[config.mk]
export PLATFORM = sky130hd
export DESIGN_NAME = epoch_seconds_to_calendar_core
export DESIGN_NICKNAME = d
export VERILOG_FILES = /design/src/esc_pkg.sv /design/src/epoch_seconds_to_calendar_core.sv /design/src/esc_pipe_ctrl.sv
export SDC_FILE = /design/constraint.sdc
export NUM_CORES = 2
export LEC_CHECK = 0
export BUFFER_PORTS_ARGS = -buffer_cell sky130_fd_sc_hd__buf_2
export CAP_MARGIN = 20
export CORE_MARGIN = 4
export CORE_UTILIZATION = 70
export CTS_CLUSTER_DIAMETER = 80
export CTS_CLUSTER_SIZE = 20
export DETAILED_ROUTE_END_ITERATION = 16
export PLACE_DENSITY = 0.92
export RECOVER_POWER = 25
export SETUP_SLACK_MARGIN = 0.2
export SLEW_MARGIN = 10
export SYNTH_ARGS = -nofsm -noshare
export SYNTH_HDL_FRONTEND = slang
export SYNTH_SLANG_ARGS = --single-unit
export TNS_END_PERCENT = 30
[constraint.sdc]
create_clock -name clk -period 11.47 [get_ports clk]
set_clock_uncertainty 0.05 [all_clocks]
set_input_delay 1.147 -clock clk [delete_from_list [all_inputs] [get_ports clk]]
set_output_delay 1.147 -clock clk [all_outputs]
set_load 0.1 [all_outputs]
[src/esc_pkg.sv]
// ----------------------------------------------------------------------------
// esc_pkg: shared types and constants for the Unix time to calendar core
// Widths, calendar constants, reciprocal factors and pipeline control types.
// ----------------------------------------------------------------------------
package esc_pkg;

  // Beat widths
  localparam int unsigned TS_W        = 39;
  localparam int unsigned IN_TDATA_W  = 40;
  localparam int unsigned OUT_TDATA_W = 40;
  localparam int unsigned OUT_TUSER_W = 1;

  // Pipeline depth
  localparam int unsigned NSTAGE = 14;

  // Valid span and shift to 0001-01-01 00:00:00
  localparam logic signed [TS_W-1:0] TS_MIN    = -39'sd62135596800;
  localparam logic signed [TS_W-1:0] TS_MAX    = 39'sd253402300799;
  localparam logic [TS_W-1:0]        EPOCH_OFS = 39'd62135596800;

  // Seconds per day is 2^7 * 675
  localparam int unsigned DAY_LO_W  = 7;
  localparam int unsigned DAY_ODD   = 675;
  localparam int unsigned REC_DAY   = 407226528;   // floor(2^38 / 675)
  localparam int unsigned REC_DAY_SH = 38;

  localparam int unsigned DAYS_400Y = 146097;
  localparam int unsigned DAYS_100Y = 36524;
  localparam int unsigned DAYS_4Y   = 1461;
  localparam int unsigned DAYS_1Y   = 365;
  localparam int unsigned DAYS_JAN_FEB = 59;
  localparam int unsigned DAYS_MAR_DEC = 306;
  localparam int unsigned SECS_HOUR = 3600;
  localparam int unsigned SECS_MIN  = 60;

  // floor(2^s / d), s = width of the dividend
  localparam int unsigned REC_400Y = 28;   // s = 22
  localparam int unsigned REC_100Y = 7;    // s = 18
  localparam int unsigned REC_4Y   = 44;   // s = 16
  localparam int unsigned REC_1Y   = 5;    // s = 11
  localparam int unsigned REC_HOUR = 36;   // s = 17
  localparam int unsigned REC_MIN  = 68;   // s = 12

  localparam int unsigned MONTHS = 12;

  typedef struct packed {
    logic [NSTAGE-1:0] en;    // stage load enable
    logic [NSTAGE-1:0] vld;   // stage holds a live beat
  } pipe_ctl_t;

  typedef struct packed {
    logic [4:0] hour;
    logic [5:0] minute;
    logic [5:0] second;
  } tod_t;

  // First day of each month in a March-based year
  function automatic logic [8:0] month_start(input logic [3:0] mi);
    logic [8:0] d;
    case (mi)
      4'd0:    d = 9'd0;
      4'd1:    d = 9'd31;
      4'd2:    d = 9'd61;
      4'd3:    d = 9'd92;
      4'd4:    d = 9'd122;
      4'd5:    d = 9'd153;
      4'd6:    d = 9'd184;
      4'd7:    d = 9'd214;
      4'd8:    d = 9'd245;
      4'd9:    d = 9'd275;
      4'd10:   d = 9'd306;
      4'd11:   d = 9'd337;
      default: d = 9'd0;
    endcase
    return d;
  endfunction

endpackage

[src/epoch_seconds_to_calendar_core.sv]
// ----------------------------------------------------------------------------
// epoch_seconds_to_calendar_core: Unix seconds to Gregorian date and time
// Fourteen-stage pipeline; constant divisions by reciprocal estimate plus
// one correction step each.
// ----------------------------------------------------------------------------
//
//  channel | dir | tdata (low bit up)                              | tuser
//  --------+-----+-------------------------------------------------+------------
//  in_     | in  | timestamp[38:0] signed, bit 39 zero             | -
//  out_    | out | year[13:0] month[17:14] day_of_month[22:18]     | range_error
//          |     | hour[27:23] minute[33:28] second[39:34]         |
//
//  Throughput is one beat per cycle unless the output stalls with every stage full.
//  The depth is set by the constant divisions (day, era, century, 4-year block,
//  year), each an estimate and a correction stage, plus a back-multiply for day.
//  Reset clears the stage valid bits only; payload registers are not reset.
//  A stalled output holds; earlier stages keep moving into empty slots, so
//  in_tready stays high while any stage is empty or out_tready is high.
//
module epoch_seconds_to_calendar_core (
  input  logic                            clk,
  input  logic                            rst_n,
  input  logic                            in_tvalid,
  output logic                            in_tready,
  input  logic [esc_pkg::IN_TDATA_W-1:0]  in_tdata,   // timestamp
  output logic                            out_tvalid,
  input  logic                            out_tready,
  output logic [esc_pkg::OUT_TDATA_W-1:0] out_tdata,  // year, month, day_of_month,
                                                      // hour, minute, second
  output logic [esc_pkg::OUT_TUSER_W-1:0] out_tuser   // range_error
);
  import esc_pkg::*;

  pipe_ctl_t ctl;

  esc_pipe_ctrl u_ctrl (
    .clk        (clk),
    .rst_n      (rst_n),
    .in_tvalid  (in_tvalid),
    .in_tready  (in_tready),
    .out_tvalid (out_tvalid),
    .out_tready (out_tready),
    .ctl        (ctl)
  );

  // --------------------------------------------------------------------------
  // Registers
  // --------------------------------------------------------------------------
  logic [NSTAGE-1:0] err_r;              // out-of-range flag, travels along

  logic [TS_W-1:0]   s0_u_r;             // seconds since 0001-01-01
  logic [31:0]       s1_q0_r, s2_q0_r;   // seconds / 128
  logic [6:0]        s1_lo_r, s2_lo_r;   // seconds % 128
  logic [22:0]       s1_qe_r, s2_qe_r;   // estimate of (seconds/128)/675
  logic [31:0]       s2_qd_r;            // estimate * 675
  logic [21:0]       s3_days_r, s4_days_r;
  logic [16:0]       s3_sod_r, s4_sod_r;
  logic [4:0]        s4_era_e_r, s4_hr_e_r;
  logic [4:0]        era_r [5:NSTAGE-3];
  logic [17:0]       s5_doe_r, s6_doe_r;
  logic [4:0]        s5_hour_r, s6_hour_r;
  logic [11:0]       s5_sos_r, s6_sos_r;
  logic [2:0]        s6_cent_e_r;
  logic [5:0]        s6_min_e_r;
  logic [1:0]        cent_r [7:NSTAGE-3];
  logic [15:0]       s7_doc_r, s8_doc_r;
  tod_t              tod_r  [7:NSTAGE-1];
  logic [4:0]        s8_blk_e_r;
  logic [4:0]        blk_r  [9:NSTAGE-3];
  logic [10:0]       s9_dob_r, s10_dob_r;
  logic [2:0]        s10_yob_e_r;
  logic [1:0]        s11_yob_r;
  logic [8:0]        s11_doy_r;
  logic [13:0]       s12_year_r, s13_year_r;
  logic [8:0]        s12_doy_r;
  logic [3:0]        s13_month_r;
  logic [4:0]        s13_day_r;

  // --------------------------------------------------------------------------
  // Next-state logic, one block per stage
  // --------------------------------------------------------------------------
  logic signed [TS_W-1:0] ts;
  logic [TS_W-1:0] s0_u_nxt;
  logic            s0_err_nxt;

  // Stage 0: shift origin to year 1, range check
  always_comb begin
    ts         = $signed(in_tdata[TS_W-1:0]);
    s0_err_nxt = (ts < TS_MIN) || (ts > TS_MAX);
    s0_u_nxt   = $unsigned(ts) + EPOCH_OFS;
  end

  // Stage 1: 86400 = 128 * 675; quotient estimate by reciprocal, low by 1 at most
  logic [60:0] s1_prod;
  logic [22:0] s1_qe_nxt;
  always_comb begin
    s1_prod   = 61'(s0_u_r[TS_W-1:DAY_LO_W]) * 61'(REC_DAY);
    s1_qe_nxt = s1_prod[60:REC_DAY_SH];
  end

  // Stage 2: back-multiply
  logic [31:0] s2_qd_nxt;
  assign s2_qd_nxt = 32'(s1_qe_r) * 32'(DAY_ODD);

  // Stage 3: remainder and correction -> day number and second of day
  logic [31:0] s3_rw;
  logic [10:0] s3_r;
  logic        s3_fix;
  logic [22:0] s3_q;
  logic [9:0]  s3_rr;
  logic [21:0] s3_days_nxt;
  logic [16:0] s3_sod_nxt;
  always_comb begin
    s3_rw       = s2_q0_r - s2_qd_r;
    s3_r        = s3_rw[10:0];
    s3_fix      = s3_r >= 11'(DAY_ODD);
    s3_q        = s2_qe_r + 23'(s3_fix);
    s3_rr       = s3_fix ? 10'(s3_r - 11'(DAY_ODD)) : s3_r[9:0];
    s3_days_nxt = s3_q[21:0];
    s3_sod_nxt  = {s3_rr, s2_lo_r};
  end

  // Stage 4: era and hour estimates
  logic [26:0] s4_pe;
  logic [22:0] s4_ph;
  logic [4:0]  s4_era_e_nxt, s4_hr_e_nxt;
  always_comb begin
    s4_pe        = 27'(s3_days_r) * 27'(REC_400Y);
    s4_ph        = 23'(s3_sod_r) * 23'(REC_HOUR);
    s4_era_e_nxt = s4_pe[26:22];
    s4_hr_e_nxt  = s4_ph[21:17];
  end

  // Stage 5: correct era / day of era, hour / second of hour
  logic [21:0] s5_t;
  logic        s5_efix;
  logic [16:0] s5_th;
  logic        s5_hfix;
  logic [4:0]  s5_era_nxt, s5_hour_nxt;
  logic [17:0] s5_doe_nxt;
  logic [11:0] s5_sos_nxt;
  always_comb begin
    s5_t        = s4_days_r - 22'(s4_era_e_r) * 22'(DAYS_400Y);
    s5_efix     = s5_t >= 22'(DAYS_400Y);
    s5_era_nxt  = s4_era_e_r + 5'(s5_efix);
    s5_doe_nxt  = s5_efix ? 18'(s5_t - 22'(DAYS_400Y)) : s5_t[17:0];
    s5_th       = s4_sod_r - 17'(s4_hr_e_r) * 17'(SECS_HOUR);
    s5_hfix     = s5_th >= 17'(SECS_HOUR);
    s5_hour_nxt = s4_hr_e_r + 5'(s5_hfix);
    s5_sos_nxt  = s5_hfix ? 12'(s5_th - 17'(SECS_HOUR)) : s5_th[11:0];
  end

  // Stage 6: century and minute estimates
  logic [20:0] s6_pc;
  logic [18:0] s6_pm;
  logic [2:0]  s6_cent_e_nxt;
  logic [5:0]  s6_min_e_nxt;
  always_comb begin
    s6_pc         = 21'(s5_doe_r) * 21'(REC_100Y);
    s6_pm         = 19'(s5_sos_r) * 19'(REC_MIN);
    s6_cent_e_nxt = s6_pc[20:18];
    s6_min_e_nxt  = s6_pm[17:12];
  end

  // Stage 7: correct century and minute; last day of an era stays in century 3
  logic [17:0] s7_t;
  logic        s7_cfix;
  logic [2:0]  s7_cent;
  logic [15:0] s7_doc;
  logic [11:0] s7_tm;
  logic        s7_mfix;
  logic [1:0]  s7_cent_nxt;
  logic [15:0] s7_doc_nxt;
  tod_t        s7_tod_nxt;
  always_comb begin
    s7_t    = s6_doe_r - 18'(s6_cent_e_r) * 18'(DAYS_100Y);
    s7_cfix = s7_t >= 18'(DAYS_100Y);
    s7_cent = s6_cent_e_r + 3'(s7_cfix);
    s7_doc  = s7_cfix ? 16'(s7_t - 18'(DAYS_100Y)) : s7_t[15:0];
    if (s7_cent == 3'd4) begin
      s7_cent_nxt = 2'd3;
      s7_doc_nxt  = 16'(DAYS_100Y);
    end else begin
      s7_cent_nxt = s7_cent[1:0];
      s7_doc_nxt  = s7_doc;
    end
    s7_tm             = s6_sos_r - 12'(s6_min_e_r) * 12'(SECS_MIN);
    s7_mfix           = s7_tm >= 12'(SECS_MIN);
    s7_tod_nxt.hour   = s6_hour_r;
    s7_tod_nxt.minute = s6_min_e_r + 6'(s7_mfix);
    s7_tod_nxt.second = s7_mfix ? 6'(s7_tm - 12'(SECS_MIN)) : s7_tm[5:0];
  end

  // Stage 8: 4-year block estimate
  logic [21:0] s8_pb;
  logic [4:0]  s8_blk_e_nxt;
  always_comb begin
    s8_pb        = 22'(s7_doc_r) * 22'(REC_4Y);
    s8_blk_e_nxt = s8_pb[20:16];
  end

  // Stage 9: correct block / day of block
  logic [15:0] s9_t;
  logic        s9_fix;
  logic [4:0]  s9_blk_nxt;
  logic [10:0] s9_dob_nxt;
  always_comb begin
    s9_t       = s8_doc_r - 16'(s8_blk_e_r) * 16'(DAYS_4Y);
    s9_fix     = s9_t >= 16'(DAYS_4Y);
    s9_blk_nxt = s8_blk_e_r + 5'(s9_fix);
    s9_dob_nxt = s9_fix ? 11'(s9_t - 16'(DAYS_4Y)) : s9_t[10:0];
  end

  // Stage 10: year-of-block estimate
  logic [13:0] s10_py;
  logic [2:0]  s10_yob_e_nxt;
  always_comb begin
    s10_py        = 14'(s9_dob_r) * 14'(REC_1Y);
    s10_yob_e_nxt = s10_py[13:11];
  end

  // Stage 11: correct year; last day of a block stays in year 3
  logic [10:0] s11_t;
  logic        s11_fix;
  logic [2:0]  s11_yob;
  logic [8:0]  s11_doy;
  logic [1:0]  s11_yob_nxt;
  logic [8:0]  s11_doy_nxt;
  always_comb begin
    s11_t   = s10_dob_r - 11'(s10_yob_e_r) * 11'(DAYS_1Y);
    s11_fix = s11_t >= 11'(DAYS_1Y);
    s11_yob = s10_yob_e_r + 3'(s11_fix);
    s11_doy = s11_fix ? 9'(s11_t - 11'(DAYS_1Y)) : s11_t[8:0];
    if (s11_yob == 3'd4) begin
      s11_yob_nxt = 2'd3;
      s11_doy_nxt = 9'(DAYS_1Y);
    end else begin
      s11_yob_nxt = s11_yob[1:0];
      s11_doy_nxt = s11_doy;
    end
  end

  // Stage 12: assemble year; leap status follows from the split directly
  // (year % 4 == 0 iff yob is 3, % 100 iff also block 24, % 400 iff also
  // century 3). Rebase day of year to March 1.
  logic        s12_leap;
  logic [8:0]  s12_janfeb;
  logic [13:0] s12_year_nxt;
  logic [8:0]  s12_doy_nxt;
  always_comb begin
    s12_year_nxt = 14'd1 + 14'(s11_yob_r) + 14'(blk_r[11]) * 14'd4
                 + 14'(cent_r[11]) * 14'd100 + 14'(era_r[11]) * 14'd400;
    s12_leap     = (s11_yob_r == 2'd3) && ((blk_r[11] != 5'd24) || (cent_r[11] == 2'd3));
    s12_janfeb   = 9'(DAYS_JAN_FEB) + 9'(s12_leap);
    if (s11_doy_r >= s12_janfeb) begin
      s12_doy_nxt = s11_doy_r - s12_janfeb;
    end else begin
      s12_doy_nxt = s11_doy_r + 9'(DAYS_MAR_DEC);
    end
  end

  // Stage 13: month by compare against month starts, then day; zero on error
  logic [3:0]  s13_mi;
  logic [8:0]  s13_dd;
  logic [3:0]  s13_month_nxt;
  logic [4:0]  s13_day_nxt;
  logic [13:0] s13_year_nxt;
  always_comb begin
    s13_mi = '0;
    for (int k = 1; k < MONTHS; k++) begin
      s13_mi = s13_mi + 4'(s12_doy_r >= month_start(4'(k)));
    end
    s13_dd = s12_doy_r - month_start(s13_mi) + 9'd1;
    if (err_r[NSTAGE-2]) begin
      s13_year_nxt  = '0;
      s13_month_nxt = '0;
      s13_day_nxt   = '0;
    end else begin
      s13_year_nxt  = s12_year_r;
      s13_month_nxt = (s13_mi < 4'd10) ? s13_mi + 4'd3 : s13_mi - 4'd9;
      s13_day_nxt   = s13_dd[4:0];
    end
  end

  // --------------------------------------------------------------------------
  // Stage registers
  // --------------------------------------------------------------------------
  always_ff @(posedge clk) begin
    if (ctl.en[0]) begin
      s0_u_r   <= s0_u_nxt;
      err_r[0] <= s0_err_nxt;
    end
    for (int k = 1; k < NSTAGE; k++) begin
      if (ctl.en[k]) begin
        err_r[k] <= err_r[k-1];
      end
    end
    if (ctl.en[1]) begin
      s1_q0_r <= s0_u_r[TS_W-1:DAY_LO_W];
      s1_lo_r <= s0_u_r[DAY_LO_W-1:0];
      s1_qe_r <= s1_qe_nxt;
    end
    if (ctl.en[2]) begin
      s2_q0_r <= s1_q0_r;
      s2_lo_r <= s1_lo_r;
      s2_qe_r <= s1_qe_r;
      s2_qd_r <= s2_qd_nxt;
    end
    if (ctl.en[3]) begin
      s3_days_r <= s3_days_nxt;
      s3_sod_r  <= s3_sod_nxt;
    end
    if (ctl.en[4]) begin
      s4_days_r  <= s3_days_r;
      s4_sod_r   <= s3_sod_r;
      s4_era_e_r <= s4_era_e_nxt;
      s4_hr_e_r  <= s4_hr_e_nxt;
    end
    if (ctl.en[5]) begin
      era_r[5]  <= s5_era_nxt;
      s5_doe_r  <= s5_doe_nxt;
      s5_hour_r <= s5_hour_nxt;
      s5_sos_r  <= s5_sos_nxt;
    end
    for (int k = 6; k <= NSTAGE - 3; k++) begin
      if (ctl.en[k]) begin
        era_r[k] <= era_r[k-1];
      end
    end
    if (ctl.en[6]) begin
      s6_doe_r    <= s5_doe_r;
      s6_hour_r   <= s5_hour_r;
      s6_sos_r    <= s5_sos_r;
      s6_cent_e_r <= s6_cent_e_nxt;
      s6_min_e_r  <= s6_min_e_nxt;
    end
    if (ctl.en[7]) begin
      cent_r[7] <= s7_cent_nxt;
      s7_doc_r  <= s7_doc_nxt;
      tod_r[7]  <= s7_tod_nxt;
    end
    for (int k = 8; k <= NSTAGE - 3; k++) begin
      if (ctl.en[k]) begin
        cent_r[k] <= cent_r[k-1];
      end
    end
    for (int k = 8; k < NSTAGE; k++) begin
      if (ctl.en[k]) begin
        tod_r[k] <= tod_r[k-1];
      end
    end
    if (ctl.en[8]) begin
      s8_doc_r   <= s7_doc_r;
      s8_blk_e_r <= s8_blk_e_nxt;
    end
    if (ctl.en[9]) begin
      blk_r[9] <= s9_blk_nxt;
      s9_dob_r <= s9_dob_nxt;
    end
    for (int k = 10; k <= NSTAGE - 3; k++) begin
      if (ctl.en[k]) begin
        blk_r[k] <= blk_r[k-1];
      end
    end
    if (ctl.en[10]) begin
      s10_dob_r   <= s9_dob_r;
      s10_yob_e_r <= s10_yob_e_nxt;
    end
    if (ctl.en[11]) begin
      s11_yob_r <= s11_yob_nxt;
      s11_doy_r <= s11_doy_nxt;
    end
    if (ctl.en[12]) begin
      s12_year_r <= s12_year_nxt;
      s12_doy_r  <= s12_doy_nxt;
    end
    if (ctl.en[13]) begin
      s13_year_r  <= s13_year_nxt;
      s13_month_r <= s13_month_nxt;
      s13_day_r   <= s13_day_nxt;
    end
  end

  // --------------------------------------------------------------------------
  // Output beat; time of day is zeroed here for an out-of-range stamp
  // --------------------------------------------------------------------------
  tod_t tod_out;
  assign tod_out = err_r[NSTAGE-1] ? '0 : tod_r[NSTAGE-1];

  assign out_tdata = {tod_out.second, tod_out.minute, tod_out.hour,
                      s13_day_r, s13_month_r, s13_year_r};
  assign out_tuser = err_r[NSTAGE-1];

  // --------------------------------------------------------------------------
  // Assertions
  // --------------------------------------------------------------------------
  // Any empty stage means the input side can move.
  a_bubble_ready: assert property (@(posedge clk) disable iff (!rst_n)
    !(&ctl.vld) |-> in_tready)
    else $error("in_tready low with an empty stage");

  // A draining output frees the whole chain.
  a_drain_ready: assert property (@(posedge clk) disable iff (!rst_n)
    out_tready |-> in_tready)
    else $error("in_tready low while output drains");

  // In-range results carry a legal calendar date and time.
  a_fields_legal: assert property (@(posedge clk) disable iff (!rst_n)
    (out_tvalid && !out_tuser[0]) |->
      (s13_month_r >= 4'd1 && s13_month_r <= 4'd12 &&
       s13_day_r >= 5'd1 && s13_year_r >= 14'd1 && s13_year_r <= 14'd9999 &&
       tod_out.hour <= 5'd23 && tod_out.minute <= 6'd59 &&
       tod_out.second <= 6'd59))
    else $error("calendar field out of range");

endmodule

[src/esc_pipe_ctrl.sv]
// ----------------------------------------------------------------------------
// esc_pipe_ctrl: valid and load-enable control for the conversion pipeline
// Bubble-collapsing chain; a stage loads when empty or when it drains.
// ----------------------------------------------------------------------------
module esc_pipe_ctrl (
  input  logic               clk,
  input  logic               rst_n,
  input  logic               in_tvalid,
  output logic               in_tready,
  output logic               out_tvalid,
  input  logic               out_tready,
  output esc_pkg::pipe_ctl_t ctl
);
  import esc_pkg::*;

  logic [NSTAGE-1:0] vld_r;
  logic [NSTAGE-1:0] vld_nxt;
  logic [NSTAGE:0]   rdy;

  always_comb begin
    rdy[NSTAGE] = out_tready;
    for (int k = NSTAGE - 1; k >= 0; k--) begin
      rdy[k] = !vld_r[k] || rdy[k+1];
    end
  end

  always_comb begin
    vld_nxt = vld_r;
    if (rdy[0]) begin
      vld_nxt[0] = in_tvalid;
    end
    for (int k = 1; k < NSTAGE; k++) begin
      if (rdy[k]) begin
        vld_nxt[k] = vld_r[k-1];
      end
    end
  end

  always_ff @(posedge clk) begin
    if (!rst_n) begin
      vld_r <= '0;
    end else begin
      vld_r <= vld_nxt;
    end
  end

  assign in_tready  = rdy[0];
  assign out_tvalid = vld_r[NSTAGE-1];
  assign ctl.en     = rdy[NSTAGE-1:0];
  assign ctl.vld    = vld_r;

endmodule
==> results.json <==
{
  "die_h_um": 272.1,
  "worst_ep_arrival_time_ns": 7.49,
  "tightest_slew_ns": 1.037,
  "gp_congestion": 0.8953,
  "start_kind": "flip-flop",
  "synth_top_area_share_pct": 37.40,
  "syn_area_um2": 48820,
  "dp_hpwl_um": 74490,
  "grt_max_degree": 52,
  "postCtsSetupBuffers": 0,
  "synth_edf_count": 608,
  "grt_pass1_wl_um": 162700,
  "synth_area_leader_cell": "edfxtp_1",
  "ys_top_cells_by_count": "ha_1, inv_1, edfxtp_1",
  "drv_slew": 0,
  "rsz0062_at_grt": "no",
  "grt-ovfl-total": 0,
  "multi_input_area_um2": 27430,
  "wl_met2_um": 51920,
  "ant_nets": 0,
  "ctsHoldBuffers": 0,
  "n_fill_cell": 3915,
  "rr_worst_depth": 21,
  "via_count": 31700,
  "report.final.hold_viol_count": 0,
  "clock_path_buffers": 3,
  "cts_buffers": 40,
  "top_layer_used": "met4",
  "synth_area_leaders": "edfxtp_1, ha_1, fa_1, inv_1, xnor2_1",
  "period_needed_ns": 7.196,
  "fin_setup_tns_ns": 0,
  "rows": 96,
  "finalCritPeriodShare_pct": 62.73,
  "cts_tree": "built",
  "ys_seq_area_share_pct": 37.98,
  "drcViolationCount": 0,
  "cp-end-kind": "flip-flop",
  "wl_met1_um": 36270,
  "drt-initial-drc-count": 2597,
  "synthArstFlopShare_pct": 0,
  "ios": 87,
  "drive_gt1_share_pct": 4.973,
  "placed_cells": 5140,
  "worstPathMaxFanout": 10,
  "whs_path_depth": 0,
  "syn_avg_cell_area_um2": 11.76,
  "outcome": "completed",
  "synthDistinctLibCells": 98,
  "num_antenna_cells": 0,
  "area_growth_pct": 5.798,
  "antenna_found_initial": 1,
  "fmax_mhz": 139.0,
  "max_slew_margin_pct": 30.64,
  "track_usage_pct": 26.85,
  "met3_wirelength_um": 5468,
  "core-area_um2": 68830,
  "hp-class": "flip-flop to flip-flop",
  "htreeDepth": 2,
  "die-area_um2": 74020,
  "drv_cap": 0,
  "synth_cells": 4150,
  "yosysWarnings": 0,
  "fin_cells": 5214,
  "dr.pass1.iters": 8,
  "yosysMostFrequentCell": "ha_1",
  "first_global_vias": 33440,
  "path_clk_slew_ns": 0.09,
  "cts_resized": 0,
  "final_net_count": 5424,
  "seqCellArea_um2": 18540,
  "syn-num-nets": 5320,
  "clkLatencyLatePin_ns": 0.61,
  "start_util_pct": 70.93,
  "cts_root_buf": "clkbuf_16",
  "synthFlopType": "edfxtp_1",
  "die_w_um": 272.1,
  "placement.io_buffers": 85,
  "cts_sinks": 622,
  "post_drt_wl_per_cell_um": 18.92,
  "worstSetupPathType": "flip-flop to flip-flop",
  "setup_viol": 0,
  "wl_um": 98660,
  "whs_ns": 0.3604,
  "detail_route.vias_per_cell": 6.080,
  "ys_ff_latch": 622,
  "utilization_pct": 75.04,
  "required_ns": 11.76
}
state kept, by name, summed over array words and instances, names as in the netlist, 18 cells and up:
name       count
s2_qe_r       22
tod_r        119
s1_qe_r       22
s3_days_r     22
era_r         35
s5_doe_r      18
s6_doe_r      18
s4_days_r     22
s0_u_r        39
routing by layer:
metal	track usage [%]	up-vias
li1	-	14670
met1	30.84	15420
met2	49.96	1214
met3	3.788	398
met4	11.82	0
met5	0	-
worst paths after layout:
path,slack [ns],from,to
worst max-delay path,4.27,s0_u_r[23]$_DFFE_PP_,s1_qe_r[20]$_DFFE_PP_
worst min-delay path,0.36,era_r[1][15]$_DFFE_PP_,era_r[2][0]$_DFFE_PP_
worst max register to register,4.27,s0_u_r[23]$_DFFE_PP_,s1_qe_r[20]$_DFFE_PP_
worst min register to register,0.36,era_r[1][15]$_DFFE_PP_,era_r[2][0]$_DFFE_PP_
placed cells by master (no fill, tap or decap), drive strengths merged, types with 73 or more instances in the layout:
master,count
inv,722
xor2,101
ha,778
buf,100
fa,348
nor2,157
xnor2,173
nand2,141
a21o,73
a21oi,201
edfxtp,608
o21ai,102
critical path, cell delays in order, from the launching register on:
cell and delay [ns]:
edfxtp_1 0.73, fa_1 0.55, ha_1 0.30, inv_1 0.06, fa_1 0.53, inv_1 0.06, fa_1 0.52, fa_1 0.45
fa_1 0.58, inv_1 0.08, fa_1 0.53, inv_1 0.04, ha_1 0.31, and4_1 0.37, nand4_1 0.14, nor3_1 0.28
nor2_1 0.07, a21boi_0 0.30, and4b_1 0.33, o31ai_1 0.39, a21oi_1 0.14, xnor2_1 0.13
metrics by stage:
step	worst slack (ns)	area, µm²
after global placement	4.558	50350
after CTS	4.367	51590
after floorplan	5.088	48820
final	4.274	51650
after detailed placement	4.430	50350
after global routing	4.089	51650
layout make-up:
| type | instances | share of cell area [%] |
|---|---|---|
| well taps | 931 | 2.255 |
| clock inverters | 13 | 0.3246 |
| repair buffers | 101 | 1.112 |
| clock buffers | 58 | 2.088 |
| flip-flops and latches | 622 | 35.89 |
| multi-input cells | 2771 | 53.11 |
| inverters | 718 | 5.218 |
cells by family after synthesis:
group / share of synthesized area (%)
AOI/OAI and AO/OA: 9.358
xor gates and xnor gates: 4.916
adders and majority gates: 34.21
buffers and inverters: 5.864
DFF: 37.98
muxes: 0.6792
and+or+nand+nor: 6.995
Power is left out: the tool's default activity adds up to more than one toggle a clock period on the data nets, which glitch-free logic cannot reach.
